## src/design/bbc_pkg.sv

```systemverilog
// shared types and constants of the bracket balance checker
package bbc_pkg;

    // result status codes
    typedef enum logic [2:0] {
        ST_SCAN         = 3'd0,
        ST_OK           = 3'd1,
        ST_BAD_CLOSER   = 3'd2,
        ST_OPEN_STRING  = 3'd3,
        ST_BAD_CHAR     = 3'd4,
        ST_OPEN_COMMENT = 3'd5,
        ST_UNCLOSED     = 3'd6,
        ST_OVERFLOW     = 3'd7
    } status_t;

    // bracket kinds
    typedef enum logic [1:0] {
        KIND_ROUND  = 2'd0,
        KIND_SQUARE = 2'd1,
        KIND_CURLY  = 2'd2,
        KIND_NONE   = 2'd3
    } kind_t;

    localparam int KIND_BITS = 2;

    // lexer modes, one-hot
    typedef enum logic [9:0] {
        M_CODE       = 10'b00_0000_0001,
        M_SLASH      = 10'b00_0000_0010,
        M_LINE_CMT   = 10'b00_0000_0100,
        M_BLOCK      = 10'b00_0000_1000,
        M_BLOCK_STAR = 10'b00_0001_0000,
        M_STR        = 10'b00_0010_0000,
        M_STR_ESC    = 10'b00_0100_0000,
        M_CHR_FIRST  = 10'b00_1000_0000,
        M_CHR_ESC    = 10'b01_0000_0000,
        M_CHR_CLOSE  = 10'b10_0000_0000
    } lex_mode_t;

    // character codes
    localparam logic [7:0] CH_LPAREN    = 8'h28;
    localparam logic [7:0] CH_LBRACKET  = 8'h5B;
    localparam logic [7:0] CH_LBRACE    = 8'h7B;
    localparam logic [7:0] CH_RPAREN    = 8'h29;
    localparam logic [7:0] CH_RBRACKET  = 8'h5D;
    localparam logic [7:0] CH_RBRACE    = 8'h7D;
    localparam logic [7:0] CH_DQUOTE    = 8'h22;
    localparam logic [7:0] CH_SQUOTE    = 8'h27;
    localparam logic [7:0] CH_BACKSLASH = 8'h5C;
    localparam logic [7:0] CH_NEWLINE   = 8'h0A;
    localparam logic [7:0] CH_STAR      = 8'h2A;
    localparam logic [7:0] CH_SLASH     = 8'h2F;

    // stack status seen by the lexer
    typedef struct packed {
        logic  empty;
        logic  full;
        kind_t top_kind;
    } stack_info_t;

    // stack command from the lexer
    typedef struct packed {
        logic  push;
        logic  pop;
        kind_t kind;
    } stack_cmd_t;

endpackage

```

## src/design/bbc_if.sv

```systemverilog
// request and result channels of the bracket balance checker
interface bbc_in_if;
    logic       valid;
    logic       ready;
    logic [7:0] char_code;
    logic       start_of_text;
    logic       end_of_text;

    modport source (output valid, output char_code, output start_of_text,
                    output end_of_text, input ready);
    modport sink (input valid, input char_code, input start_of_text,
                  input end_of_text, output ready);
endinterface

interface bbc_out_if #(
    parameter int LINE_W  = 16,
    parameter int COL_W   = 12,
    parameter int DEPTH_W = 7
);
    logic               valid;
    logic               ready;
    logic [2:0]         status;
    logic [LINE_W-1:0]  error_line;
    logic [COL_W-1:0]   error_column;
    logic [DEPTH_W-1:0] open_depth;

    modport source (output valid, output status, output error_line,
                    output error_column, output open_depth, input ready);
    modport sink (input valid, input status, input error_line,
                  input error_column, input open_depth, output ready);
endinterface

```

## src/design/bracket_balance_checker_top.sv

```systemverilog
// top level of the bracket balance checker
// throughput: one byte per clock while the output slot is free or being emptied;
// results are registered in the output register; the stack keeps its top two
// entries in registers and prefetches the third, so a pop never waits on memory
// reset: lexer in code mode, line 1, column 0, empty stack, status scanning;
// stack memory is not cleared, every entry used is written first in the same text
module bracket_balance_checker_top #(
    parameter int MAX_NESTING = 64,
    parameter int LINE_BITS   = 16,
    parameter int COLUMN_BITS = 12
) (
    input  logic      clk,
    input  logic      rst_n,
    bbc_in_if.sink    text,
    bbc_out_if.source result
);
    localparam int DEPTH_W = $clog2(MAX_NESTING + 1);

    logic accept;

    bbc_pkg::stack_cmd_t    cmd;
    bbc_pkg::stack_info_t   info;
    logic [LINE_BITS-1:0]   top_line, pos_line, err_line_next;
    logic [COLUMN_BITS-1:0] top_column, pos_column, err_column_next;
    logic [DEPTH_W-1:0]     depth_next;
    bbc_pkg::status_t       status_next;

    // output register
    logic                   res_valid_reg;
    bbc_pkg::status_t       res_status_reg;
    logic [LINE_BITS-1:0]   res_line_reg;
    logic [COLUMN_BITS-1:0] res_column_reg;
    logic [DEPTH_W-1:0]     res_depth_reg;

    // a new request is taken whenever the output slot is free or being emptied
    assign text.ready = !res_valid_reg || result.ready;
    assign accept     = text.valid && text.ready;

    // lexer: mode, position counters and the latched first error
    bbc_lexer #(
        .LINE_BITS   (LINE_BITS),
        .COLUMN_BITS (COLUMN_BITS)
    ) u_lexer (
        .clk             (clk),
        .rst_n           (rst_n),
        .accept          (accept),
        .char_code       (text.char_code),
        .start_of_text   (text.start_of_text),
        .end_of_text     (text.end_of_text),
        .info            (info),
        .top_line        (top_line),
        .top_column      (top_column),
        .cmd             (cmd),
        .pos_line        (pos_line),
        .pos_column      (pos_column),
        .status_next     (status_next),
        .err_line_next   (err_line_next),
        .err_column_next (err_column_next)
    );

    // stack of open brackets with their positions
    bbc_stack #(
        .MAX_NESTING (MAX_NESTING),
        .LINE_BITS   (LINE_BITS),
        .COLUMN_BITS (COLUMN_BITS)
    ) u_stack (
        .clk         (clk),
        .rst_n       (rst_n),
        .clear       (accept && text.start_of_text),
        .cmd         (cmd),
        .push_line   (pos_line),
        .push_column (pos_column),
        .info        (info),
        .top_line    (top_line),
        .top_column  (top_column),
        .depth_next  (depth_next)
    );

    always_ff @(posedge clk or negedge rst_n)
    begin
        if (!rst_n)
        begin
            res_valid_reg <= 1'b0;
        end
        else if (accept)
        begin
            res_valid_reg <= 1'b1;
        end
        else if (result.ready)
        begin
            res_valid_reg <= 1'b0;
        end
    end

    // payload of the result, no reset needed
    always_ff @(posedge clk)
    begin
        if (accept)
        begin
            res_status_reg <= status_next;
            res_line_reg   <= err_line_next;
            res_column_reg <= err_column_next;
            res_depth_reg  <= depth_next;
        end
    end

    assign result.valid        = res_valid_reg;
    assign result.status       = res_status_reg;
    assign result.error_line   = res_line_reg;
    assign result.error_column = res_column_reg;
    assign result.open_depth   = res_depth_reg;
endmodule

```

## src/design/bbc_stack.sv

```systemverilog
// bracket stack: top and next entry in registers, every entry also in a memory
module bbc_stack #(
    parameter int MAX_NESTING = 64,
    parameter int LINE_BITS   = 16,
    parameter int COLUMN_BITS = 12
) (
    input  logic                                 clk,
    input  logic                                 rst_n,
    input  logic                                 clear,
    input  bbc_pkg::stack_cmd_t                  cmd,
    input  logic [LINE_BITS-1:0]                 push_line,
    input  logic [COLUMN_BITS-1:0]               push_column,
    output bbc_pkg::stack_info_t                 info,
    output logic [LINE_BITS-1:0]                 top_line,
    output logic [COLUMN_BITS-1:0]               top_column,
    output logic [$clog2(MAX_NESTING+1)-1:0]     depth_next
);
    localparam int CNT_W   = $clog2(MAX_NESTING + 1);
    localparam int ADDR_W  = (MAX_NESTING > 1) ? $clog2(MAX_NESTING) : 1;
    localparam int ENTRY_W = bbc_pkg::KIND_BITS + LINE_BITS + COLUMN_BITS;
    localparam logic [CNT_W-1:0] FULL_CNT = CNT_W'(MAX_NESTING);
    localparam logic [CNT_W-1:0] ONE      = CNT_W'(1);
    localparam logic [CNT_W-1:0] TWO      = CNT_W'(2);
    localparam logic [CNT_W-1:0] THREE    = CNT_W'(3);
    localparam logic [CNT_W-1:0] FOUR     = CNT_W'(4);

    logic [ENTRY_W-1:0] mem [0:MAX_NESTING-1];

    logic [CNT_W-1:0]   count_reg, count_next, count_eff;
    logic [ENTRY_W-1:0] top_reg, top_next;
    logic [ENTRY_W-1:0] below_reg, below_next;
    logic [ENTRY_W-1:0] rd_reg;       // entry two below the top
    logic [ENTRY_W-1:0] new_entry;
    logic [CNT_W-1:0]   rd_cnt;

    assign count_eff = clear ? '0 : count_reg;
    assign new_entry = {cmd.kind, push_line, push_column};

    assign info.empty    = (count_eff == '0);
    assign info.full     = (count_eff == FULL_CNT);
    assign info.top_kind = bbc_pkg::kind_t'(top_reg[ENTRY_W-1 -: bbc_pkg::KIND_BITS]);
    assign top_line      = top_reg[COLUMN_BITS +: LINE_BITS];
    assign top_column    = top_reg[COLUMN_BITS-1:0];
    assign depth_next    = count_next;

    always_comb
    begin
        count_next = count_eff;
        top_next   = top_reg;
        below_next = below_reg;
        rd_cnt     = count_eff - THREE;
        if (cmd.push)
        begin
            count_next = count_eff + ONE;
            top_next   = new_entry;
            below_next = top_reg;
            rd_cnt     = count_eff - TWO;
        end
        else if (cmd.pop)
        begin
            count_next = count_eff - ONE;
            top_next   = below_reg;
            below_next = rd_reg;
            rd_cnt     = count_eff - FOUR;
        end
    end

    always_ff @(posedge clk or negedge rst_n)
    begin
        if (!rst_n)
        begin
            count_reg <= '0;
        end
        else
        begin
            count_reg <= count_next;
        end
    end

    always_ff @(posedge clk)
    begin
        top_reg   <= top_next;
        below_reg <= below_next;
    end

    // memory holds every pushed entry at its depth index
    always_ff @(posedge clk)
    begin
        if (cmd.push)
        begin
            mem[count_eff[ADDR_W-1:0]] <= new_entry;
        end
        rd_reg <= mem[rd_cnt[ADDR_W-1:0]];
    end
endmodule

```

## src/design/bbc_lexer.sv

```systemverilog
// lexer state, position tracking and latched status
module bbc_lexer #(
    parameter int LINE_BITS   = 16,
    parameter int COLUMN_BITS = 12
) (
    input  logic                   clk,
    input  logic                   rst_n,
    input  logic                   accept,
    input  logic [7:0]             char_code,
    input  logic                   start_of_text,
    input  logic                   end_of_text,
    input  bbc_pkg::stack_info_t   info,
    input  logic [LINE_BITS-1:0]   top_line,
    input  logic [COLUMN_BITS-1:0] top_column,
    output bbc_pkg::stack_cmd_t    cmd,
    output logic [LINE_BITS-1:0]   pos_line,
    output logic [COLUMN_BITS-1:0] pos_column,
    output bbc_pkg::status_t       status_next,
    output logic [LINE_BITS-1:0]   err_line_next,
    output logic [COLUMN_BITS-1:0] err_column_next
);
    localparam logic [LINE_BITS-1:0]   LINE_MAX = '1;
    localparam logic [COLUMN_BITS-1:0] COL_MAX  = '1;
    localparam logic [LINE_BITS-1:0]   LINE_ONE = LINE_BITS'(1);
    localparam logic [COLUMN_BITS-1:0] COL_ONE  = COLUMN_BITS'(1);

    bbc_pkg::lex_mode_t     mode_reg, mode_next, mode_eff;
    logic [LINE_BITS-1:0]   line_reg, line_next, line_eff;
    logic [COLUMN_BITS-1:0] col_reg, col_next, col_eff;
    bbc_pkg::status_t       st_reg, st_eff;
    logic [LINE_BITS-1:0]   eline_reg, eline_eff;
    logic [COLUMN_BITS-1:0] ecol_reg, ecol_eff;

    logic                   do_code, is_open, is_close, push_c, pop_c, raise;
    bbc_pkg::kind_t         kind;
    bbc_pkg::status_t       raise_st;
    logic [LINE_BITS-1:0]   raise_line;
    logic [COLUMN_BITS-1:0] raise_col;

    assign cmd.push   = accept & push_c;
    assign cmd.pop    = accept & pop_c;
    assign cmd.kind   = kind;
    assign pos_line   = line_eff;

    always_comb
    begin
        mode_eff   = start_of_text ? bbc_pkg::M_CODE : mode_reg;
        line_eff   = start_of_text ? LINE_ONE : line_reg;
        col_eff    = start_of_text ? '0 : col_reg;
        st_eff     = start_of_text ? bbc_pkg::ST_SCAN : st_reg;
        eline_eff  = start_of_text ? '0 : eline_reg;
        ecol_eff   = start_of_text ? '0 : ecol_reg;
        pos_column = (col_eff != COL_MAX) ? col_eff + COL_ONE : COL_MAX;

        mode_next  = mode_eff;
        line_next  = line_eff;
        col_next   = col_eff;
        do_code    = 1'b0;
        is_open    = 1'b0;
        is_close   = 1'b0;
        push_c     = 1'b0;
        pop_c      = 1'b0;
        kind       = bbc_pkg::KIND_NONE;
        raise      = 1'b0;
        raise_st   = bbc_pkg::ST_SCAN;
        raise_line = line_eff;
        raise_col  = pos_column;

        if (st_eff == bbc_pkg::ST_SCAN)
        begin
            if (end_of_text)
            begin
                raise = 1'b1;
                unique case (mode_eff)
                    bbc_pkg::M_STR, bbc_pkg::M_STR_ESC:
                        raise_st = bbc_pkg::ST_OPEN_STRING;
                    bbc_pkg::M_CHR_FIRST, bbc_pkg::M_CHR_ESC, bbc_pkg::M_CHR_CLOSE:
                        raise_st = bbc_pkg::ST_BAD_CHAR;
                    bbc_pkg::M_BLOCK, bbc_pkg::M_BLOCK_STAR:
                        raise_st = bbc_pkg::ST_OPEN_COMMENT;
                    default:
                    begin
                        if (!info.empty)
                        begin
                            raise_st   = bbc_pkg::ST_UNCLOSED;
                            raise_line = top_line;
                            raise_col  = top_column;
                        end
                        else
                        begin
                            raise_st   = bbc_pkg::ST_OK;
                            raise_line = '0;
                            raise_col  = '0;
                        end
                    end
                endcase
            end
            else
            begin
                unique case (mode_eff)
                    bbc_pkg::M_SLASH:
                    begin
                        if (char_code == bbc_pkg::CH_SLASH)
                            mode_next = bbc_pkg::M_LINE_CMT;
                        else if (char_code == bbc_pkg::CH_STAR)
                            mode_next = bbc_pkg::M_BLOCK;
                        else
                        begin
                            mode_next = bbc_pkg::M_CODE;
                            do_code   = 1'b1;
                        end
                    end
                    bbc_pkg::M_LINE_CMT:
                        if (char_code == bbc_pkg::CH_NEWLINE)
                            mode_next = bbc_pkg::M_CODE;
                    bbc_pkg::M_BLOCK:
                        if (char_code == bbc_pkg::CH_STAR)
                            mode_next = bbc_pkg::M_BLOCK_STAR;
                    bbc_pkg::M_BLOCK_STAR:
                    begin
                        if (char_code == bbc_pkg::CH_SLASH)
                            mode_next = bbc_pkg::M_CODE;
                        else if (char_code != bbc_pkg::CH_STAR)
                            mode_next = bbc_pkg::M_BLOCK;
                    end
                    bbc_pkg::M_STR:
                    begin
                        if (char_code == bbc_pkg::CH_NEWLINE)
                        begin
                            raise    = 1'b1;
                            raise_st = bbc_pkg::ST_OPEN_STRING;
                        end
                        else if (char_code == bbc_pkg::CH_BACKSLASH)
                            mode_next = bbc_pkg::M_STR_ESC;
                        else if (char_code == bbc_pkg::CH_DQUOTE)
                            mode_next = bbc_pkg::M_CODE;
                    end
                    bbc_pkg::M_STR_ESC:
                    begin
                        if (char_code == bbc_pkg::CH_NEWLINE)
                        begin
                            raise    = 1'b1;
                            raise_st = bbc_pkg::ST_OPEN_STRING;
                        end
                        else
                            mode_next = bbc_pkg::M_STR;
                    end
                    bbc_pkg::M_CHR_FIRST:
                    begin
                        if (char_code == bbc_pkg::CH_NEWLINE ||
                            char_code == bbc_pkg::CH_SQUOTE)
                        begin
                            raise    = 1'b1;
                            raise_st = bbc_pkg::ST_BAD_CHAR;
                        end
                        else if (char_code == bbc_pkg::CH_BACKSLASH)
                            mode_next = bbc_pkg::M_CHR_ESC;
                        else
                            mode_next = bbc_pkg::M_CHR_CLOSE;
                    end
                    bbc_pkg::M_CHR_ESC:
                    begin
                        if (char_code == bbc_pkg::CH_NEWLINE)
                        begin
                            raise    = 1'b1;
                            raise_st = bbc_pkg::ST_BAD_CHAR;
                        end
                        else
                            mode_next = bbc_pkg::M_CHR_CLOSE;
                    end
                    bbc_pkg::M_CHR_CLOSE:
                    begin
                        if (char_code == bbc_pkg::CH_SQUOTE)
                            mode_next = bbc_pkg::M_CODE;
                        else
                        begin
                            raise    = 1'b1;
                            raise_st = bbc_pkg::ST_BAD_CHAR;
                        end
                    end
                    default:
                    begin
                        mode_next = bbc_pkg::M_CODE;
                        do_code   = 1'b1;
                    end
                endcase

                if (do_code)
                begin
                    unique case (char_code)
                        bbc_pkg::CH_DQUOTE:   mode_next = bbc_pkg::M_STR;
                        bbc_pkg::CH_SQUOTE:   mode_next = bbc_pkg::M_CHR_FIRST;
                        bbc_pkg::CH_SLASH:    mode_next = bbc_pkg::M_SLASH;
                        bbc_pkg::CH_LPAREN:
                        begin
                            is_open = 1'b1;
                            kind    = bbc_pkg::KIND_ROUND;
                        end
                        bbc_pkg::CH_LBRACKET:
                        begin
                            is_open = 1'b1;
                            kind    = bbc_pkg::KIND_SQUARE;
                        end
                        bbc_pkg::CH_LBRACE:
                        begin
                            is_open = 1'b1;
                            kind    = bbc_pkg::KIND_CURLY;
                        end
                        bbc_pkg::CH_RPAREN:
                        begin
                            is_close = 1'b1;
                            kind     = bbc_pkg::KIND_ROUND;
                        end
                        bbc_pkg::CH_RBRACKET:
                        begin
                            is_close = 1'b1;
                            kind     = bbc_pkg::KIND_SQUARE;
                        end
                        bbc_pkg::CH_RBRACE:
                        begin
                            is_close = 1'b1;
                            kind     = bbc_pkg::KIND_CURLY;
                        end
                        default:
                        begin
                        end
                    endcase
                end

                if (is_open)
                begin
                    if (info.full)
                    begin
                        raise    = 1'b1;
                        raise_st = bbc_pkg::ST_OVERFLOW;
                    end
                    else
                        push_c = 1'b1;
                end
                if (is_close)
                begin
                    if (info.empty || info.top_kind != kind)
                    begin
                        raise    = 1'b1;
                        raise_st = bbc_pkg::ST_BAD_CLOSER;
                    end
                    else
                        pop_c = 1'b1;
                end

                // position advance
                if (char_code == bbc_pkg::CH_NEWLINE)
                begin
                    if (line_eff != LINE_MAX)
                        line_next = line_eff + LINE_ONE;
                    col_next = '0;
                end
                else
                    col_next = pos_column;
            end
        end

        status_next     = raise ? raise_st : st_eff;
        err_line_next   = raise ? raise_line : eline_eff;
        err_column_next = raise ? raise_col : ecol_eff;
    end

    always_ff @(posedge clk or negedge rst_n)
    begin
        if (!rst_n)
        begin
            mode_reg  <= bbc_pkg::M_CODE;
            line_reg  <= LINE_ONE;
            col_reg   <= '0;
            st_reg    <= bbc_pkg::ST_SCAN;
            eline_reg <= '0;
            ecol_reg  <= '0;
        end
        else if (accept)
        begin
            mode_reg  <= mode_next;
            line_reg  <= line_next;
            col_reg   <= col_next;
            st_reg    <= status_next;
            eline_reg <= err_line_next;
            ecol_reg  <= err_column_next;
        end
    end
endmodule
```

## src/flat_wrapper.sv

```systemverilog
// flat-port wrapper written by rule: the top's interface ports become plain ports
module bracket_balance_checker_top_flat 
#(
    parameter int MAX_NESTING = 64,
    parameter int LINE_BITS   = 16,
    parameter int COLUMN_BITS = 12
)
  (clk, rst_n, text_valid, text_char_code, text_start_of_text, text_end_of_text, text_ready, result_valid, result_status, result_error_line, result_error_column, result_open_depth, result_ready);
  bbc_in_if text_i ();
  bbc_out_if result_i ();
  input  logic clk;
  input  logic rst_n;
  input wire logic [$bits(text_i.valid)-1:0] text_valid;
  input wire logic [$bits(text_i.char_code)-1:0] text_char_code;
  input wire logic [$bits(text_i.start_of_text)-1:0] text_start_of_text;
  input wire logic [$bits(text_i.end_of_text)-1:0] text_end_of_text;
  output wire logic [$bits(text_i.ready)-1:0] text_ready;
  output wire logic [$bits(result_i.valid)-1:0] result_valid;
  output wire logic [$bits(result_i.status)-1:0] result_status;
  output wire logic [$bits(result_i.error_line)-1:0] result_error_line;
  output wire logic [$bits(result_i.error_column)-1:0] result_error_column;
  output wire logic [$bits(result_i.open_depth)-1:0] result_open_depth;
  input wire logic [$bits(result_i.ready)-1:0] result_ready;
  assign text_i.valid = text_valid;
  assign text_i.char_code = text_char_code;
  assign text_i.start_of_text = text_start_of_text;
  assign text_i.end_of_text = text_end_of_text;
  assign text_ready = text_i.ready;
  assign result_valid = result_i.valid;
  assign result_status = result_i.status;
  assign result_error_line = result_i.error_line;
  assign result_error_column = result_i.error_column;
  assign result_open_depth = result_i.open_depth;
  assign result_i.ready = result_ready;
  bracket_balance_checker_top #(.MAX_NESTING(MAX_NESTING), .LINE_BITS(LINE_BITS), .COLUMN_BITS(COLUMN_BITS)) u_core (.clk(clk), .rst_n(rst_n), .text(text_i), .result(result_i));
endmodule
```

## config.mk

```make
export PLATFORM = sky130hd
export DESIGN_NAME = bracket_balance_checker_top_flat
export DESIGN_NICKNAME = d
export VERILOG_FILES = /design/src/design/bbc_pkg.sv /design/src/design/bbc_if.sv /design/src/design/bracket_balance_checker_top.sv /design/src/design/bbc_stack.sv /design/src/design/bbc_lexer.sv /design/src/flat_wrapper.sv
export SDC_FILE = /design/constraint.sdc
export NUM_CORES = 2
export LEC_CHECK = 0
export BUFFER_PORTS_ARGS = -buffer_cell sky130_fd_sc_hd__buf_2
export CORE_MARGIN = 1
export CORE_UTILIZATION = 40
export DETAILED_ROUTE_END_ITERATION = 7
export PLACE_DENSITY = 0.53
export SETUP_SLACK_MARGIN = 0.5
export SYNTH_ARGS = -nofsm -noshare
export SYNTH_HDL_FRONTEND = slang
export SYNTH_SLANG_ARGS = --single-unit
export TNS_END_PERCENT = 30
```

## constraint.sdc

```tcl
create_clock -name clk -period 10.48 [get_ports clk]
set_input_delay 1.572 -clock clk [delete_from_list [all_inputs] [get_ports clk]]
set_output_delay 1.572 -clock clk [all_outputs]
set_load 0.01 [all_outputs]
```

==> flow_summary.toml <==
[synth]
synth_nets = 5347
ys_warn_count = 0
synth_seq_area_share_pct = 74.1
synth_cells = 5322
synth.area.top_cells = "edfxtp_1 (71%), mux4_2 (4.6%), a211oi_1 (2.5%)"
synth.distinct_cells = 77
synth_top_area_share_pct = 71.2
synth_edf_count = 2018
synthTopCellsByCount = "edfxtp_1 (2018), nand2_1 (326), clkbuf_1 (298)"
synth_top_flop_cell = "edfxtp_1"
synth.avg_cell_area_um2 = 16.0
synth_top_cell_by_area = "edfxtp_1"
syn_area_um2 = 85100
synthArstFlopShare_pct = 3.62
ys_seq_elements = 2125
post-synth-top-count-cell = "edfxtp_1"

[final_layout]
finalNetCount = 5430
drive_above_1_share_pct = 16.7
largest_reg_flops = 1920
final_cell_area_um2 = 96700
final_cell_count_no_fill = 8396
syn2layout_area_growth_pct = 13.6
multi_input_area_um2 = 21000
regArea_um2 = 63100
num-fill-cells = 18223
final_core_util_pct = 45.9

[clock_network]
postCtsSetupBuffers = 0
clock_sinks = 2125
cts_resized = 0
clkLatencyLatePin_ns = 0.88
cts_made_buffers = 218
htree_levels = 4
path_clk_slew_ns = 0.06
ctsHoldBuffers = 0
clockRootBuffer = "clkbuf_16"
cts_tree = "done"
cts_buffer_depth = 3

[worst_setup_path]
path_buf_inv = 5
cp-end-kind = "register"
r2r-start = "u_core.result.valid"
cp_num_cells = 19
crit_start = "result_ready"
regToRegSetupSlack_ns = 3.51
r2r_end = "u_core.u_stack.rd_reg[0]"
path_max_fanout = 31
cpLargestDelayFamily = "simple AND/OR/NAND/NOR gates"
endpoint = "u_core.u_stack.rd_reg[0]"
critPathRequiredTime_ns = 11.27
path_cells = "buf_2 -> nor2b_1 -> inv_1 -> nand2_1 -> buf_4 -> nand2_1 -> ha_1 -> nand2_1 -> or2_1 -> buf_4 -> o31a_1 -> and4_4 -> o2bb2ai_1 -> nor2_1 -> nand2_2 -> buf_4 -> o22a_1 -> o211ai_1 -> nand4b_1"
setup.worst_path.start_class = "input port"
critPathMaxStageDelay_ns = 1.01
r2r_cells = 18
cp.arrival_ns = 8.19
cpMaxStageDelayCell = "o211ai_1"
crit_type = "input port to register"

[power_and_ir_drop]
p_int_mw = 13.9
swShare_pct = 23.2
peakVddDrop_mv = 0.154
p_seq_share_pct = 51.9
powerDensity_nw_per_um2 = 187
p_sw_mw = 4.19
clockPowerShare_pct = 41.8
leakagePower_nw = 32.8
comb_power_share_pct = 6.3
power.total_mw = 18.1

[die]
core_area_um2 = 211000
die_x_um = 463
dieHeight_um = 463
rows = 168
pin_count = 54
die_area_um2 = 215000
start_util_pct = 40.4

[grt]
antenna_found_initial = 18
grt_pass1_vias = 48559
grt_pass1_wl_mm = 370
grt_util_all_layers_pct = 24.0
grt_start_max_net_pins = 210
grt_overflow = 0

[run_status]
status = "complete, but fails checks"
violations = "max-slew violations"

[routing]
firstDrtPassIters = 5
vias = 50443
antenna_left = 0
drt_iter0_markers = 5710
wl_per_cell_um = 31.2
drc = 0
wl_mm = 262
viasPerCell = 6.01

[placement]
dp_cells = 7990
dp_hpwl_mm = 145
placed_area_um2 = 89900
gp_congestion = 0.895
preCtsSetupSlack_ns = 2.27
io_buffers = 53

[sta]
tightest_slew_ns = 1.55
slew_violations = 93
finalHoldViolations = 0
finalCritPeriodShare_pct = 70.6
fmax_mhz = 135
rsz0062_at_grt = "no"
worst_slack_ns = 3.08
fin_skew_ns = 0.0514
finalCriticalPeriod_ns = 7.40
tns_ns = 0
setup_viol = 0
maxSlewHeadroom_pct = -3.59
whs_ns = 0.501

[min_path]
hold_class = "register to register"

[run]
maxCapViolCount = 0
[power by group through the flow]
stage | sequential, mW | clock (mW) | combinational [mW]
after detailed placement | 9.55 | 0 | 1.13
after global placement | 9.55 | 0 | 1.13
after floorplan | 9.50 | 0 | 0.593
after global routing | 9.37 | 7.97 | 1.20
final | 9.38 | 7.54 | 1.14
after CTS | 9.37 | 7.65 | 1.13
[worst reg2reg max path: stages (launching register included)]
cell and delay, ns:
dfrtp_1 0.33, nor2b_1 0.29, inv_1 0.18, nand2_1 0.10, buf_4 0.32, nand2_1 0.45, ha_1 0.40, nand2_1 0.17
or2_1 0.13, buf_4 0.36, o31a_1 0.48, and4_4 0.44, o2bb2ai_1 0.22, nor2_1 0.60, nand2_2 0.51, buf_4 0.45
o22a_1 0.22, o211ai_1 1.01, nand4b_1 0.23
[worst min-delay path by stage]
stage / slack, ns / endpoint / cells after the start / startpoint
4_1_cts: 0.47 / u_core.u_lexer.mode_reg[5] / 1 / rst_n
3_5_place_dp: 0.48 / u_core.u_stack.below_reg[19] / 2 / u_core.u_stack.rd_reg[19]
6_report: 0.50 / u_core.u_stack.below_reg[19] / 2 / u_core.u_stack.rd_reg[19]
2_1_floorplan: 0.46 / u_core.u_lexer.mode_reg[0] / 2 / u_core.u_lexer.mode_reg[0]
5_1_grt: 0.51 / u_core.u_lexer.mode_reg[5] / 1 / rst_n
3_3_place_gp: 0.49 / u_core.u_lexer.line_reg[1] / 1 / u_core.u_lexer.line_reg[1]
[cell families (layout without fill, tap and decap cells)]
| family | Yosys count | after routing | share of synthesized area (%) |
|---|---|---|---|
| AOI/OAI and AO/OA | 1154 | 1154 | 9.06 |
| xor gates and xnor gates | 36 | 36 | 0.370 |
| and+or+nand+nor | 1153 | 1153 | 6.81 |
| adders and majority gates | 11 | 11 | 0.162 |
| other | 0 | 2 | 0 |
| DFF | 2125 | 2125 | 74.1 |
| buffers and inverters | 445 | 712 | 2.12 |
| muxes | 398 | 398 | 7.34 |
[cell type report]
| cell class | count | area share, % |
|---|---|---|
| sequential | 2125 | 65.3 |
| antenna | 2 | 0.00517 |
| tap | 2805 | 3.63 |
| clock buffer | 291 | 6.06 |
| clock inverter | 113 | 1.04 |
| multi-input combinational | 2752 | 21.7 |
| timing repair buffer | 261 | 2.15 |
| inverter | 47 | 0.182 |
[metal layers]
| layer | vias to the layer above | track usage (%) | wire length (um) | part of all wire [%] |
|---|---|---|---|---|
| li1 | 21583 | - | - | - |
| met1 | 26421 | 34.1 | 112000 | 43 |
| met2 | 2079 | 37.9 | 123000 | 47 |
| met3 | 354 | 3.97 | 19600 | 7.5 |
| met4 | 6 | 6.94 | 6970 | 2.7 |
| met5 | - | 0 | 48 | 0.018 |
[cell usage in the layout (no fill, tap or decap), types with 75 or more instances in the layout]
| cell | count |
|---|---|
| buf_4 | 189 |
| mux4_2 | 174 |
| a211oi_1 | 284 |
| a21oi_1 | 180 |
| edfxtp_1 | 2018 |
| nand2_1 | 320 |
| and3_1 | 196 |
| dfrtp_1 | 75 |
| nand3_1 | 273 |
| clkbuf_16 | 219 |
| o21ai_0 | 275 |
| mux2i_1 | 162 |
Note: power is estimated with default switching activity, not from simulation.
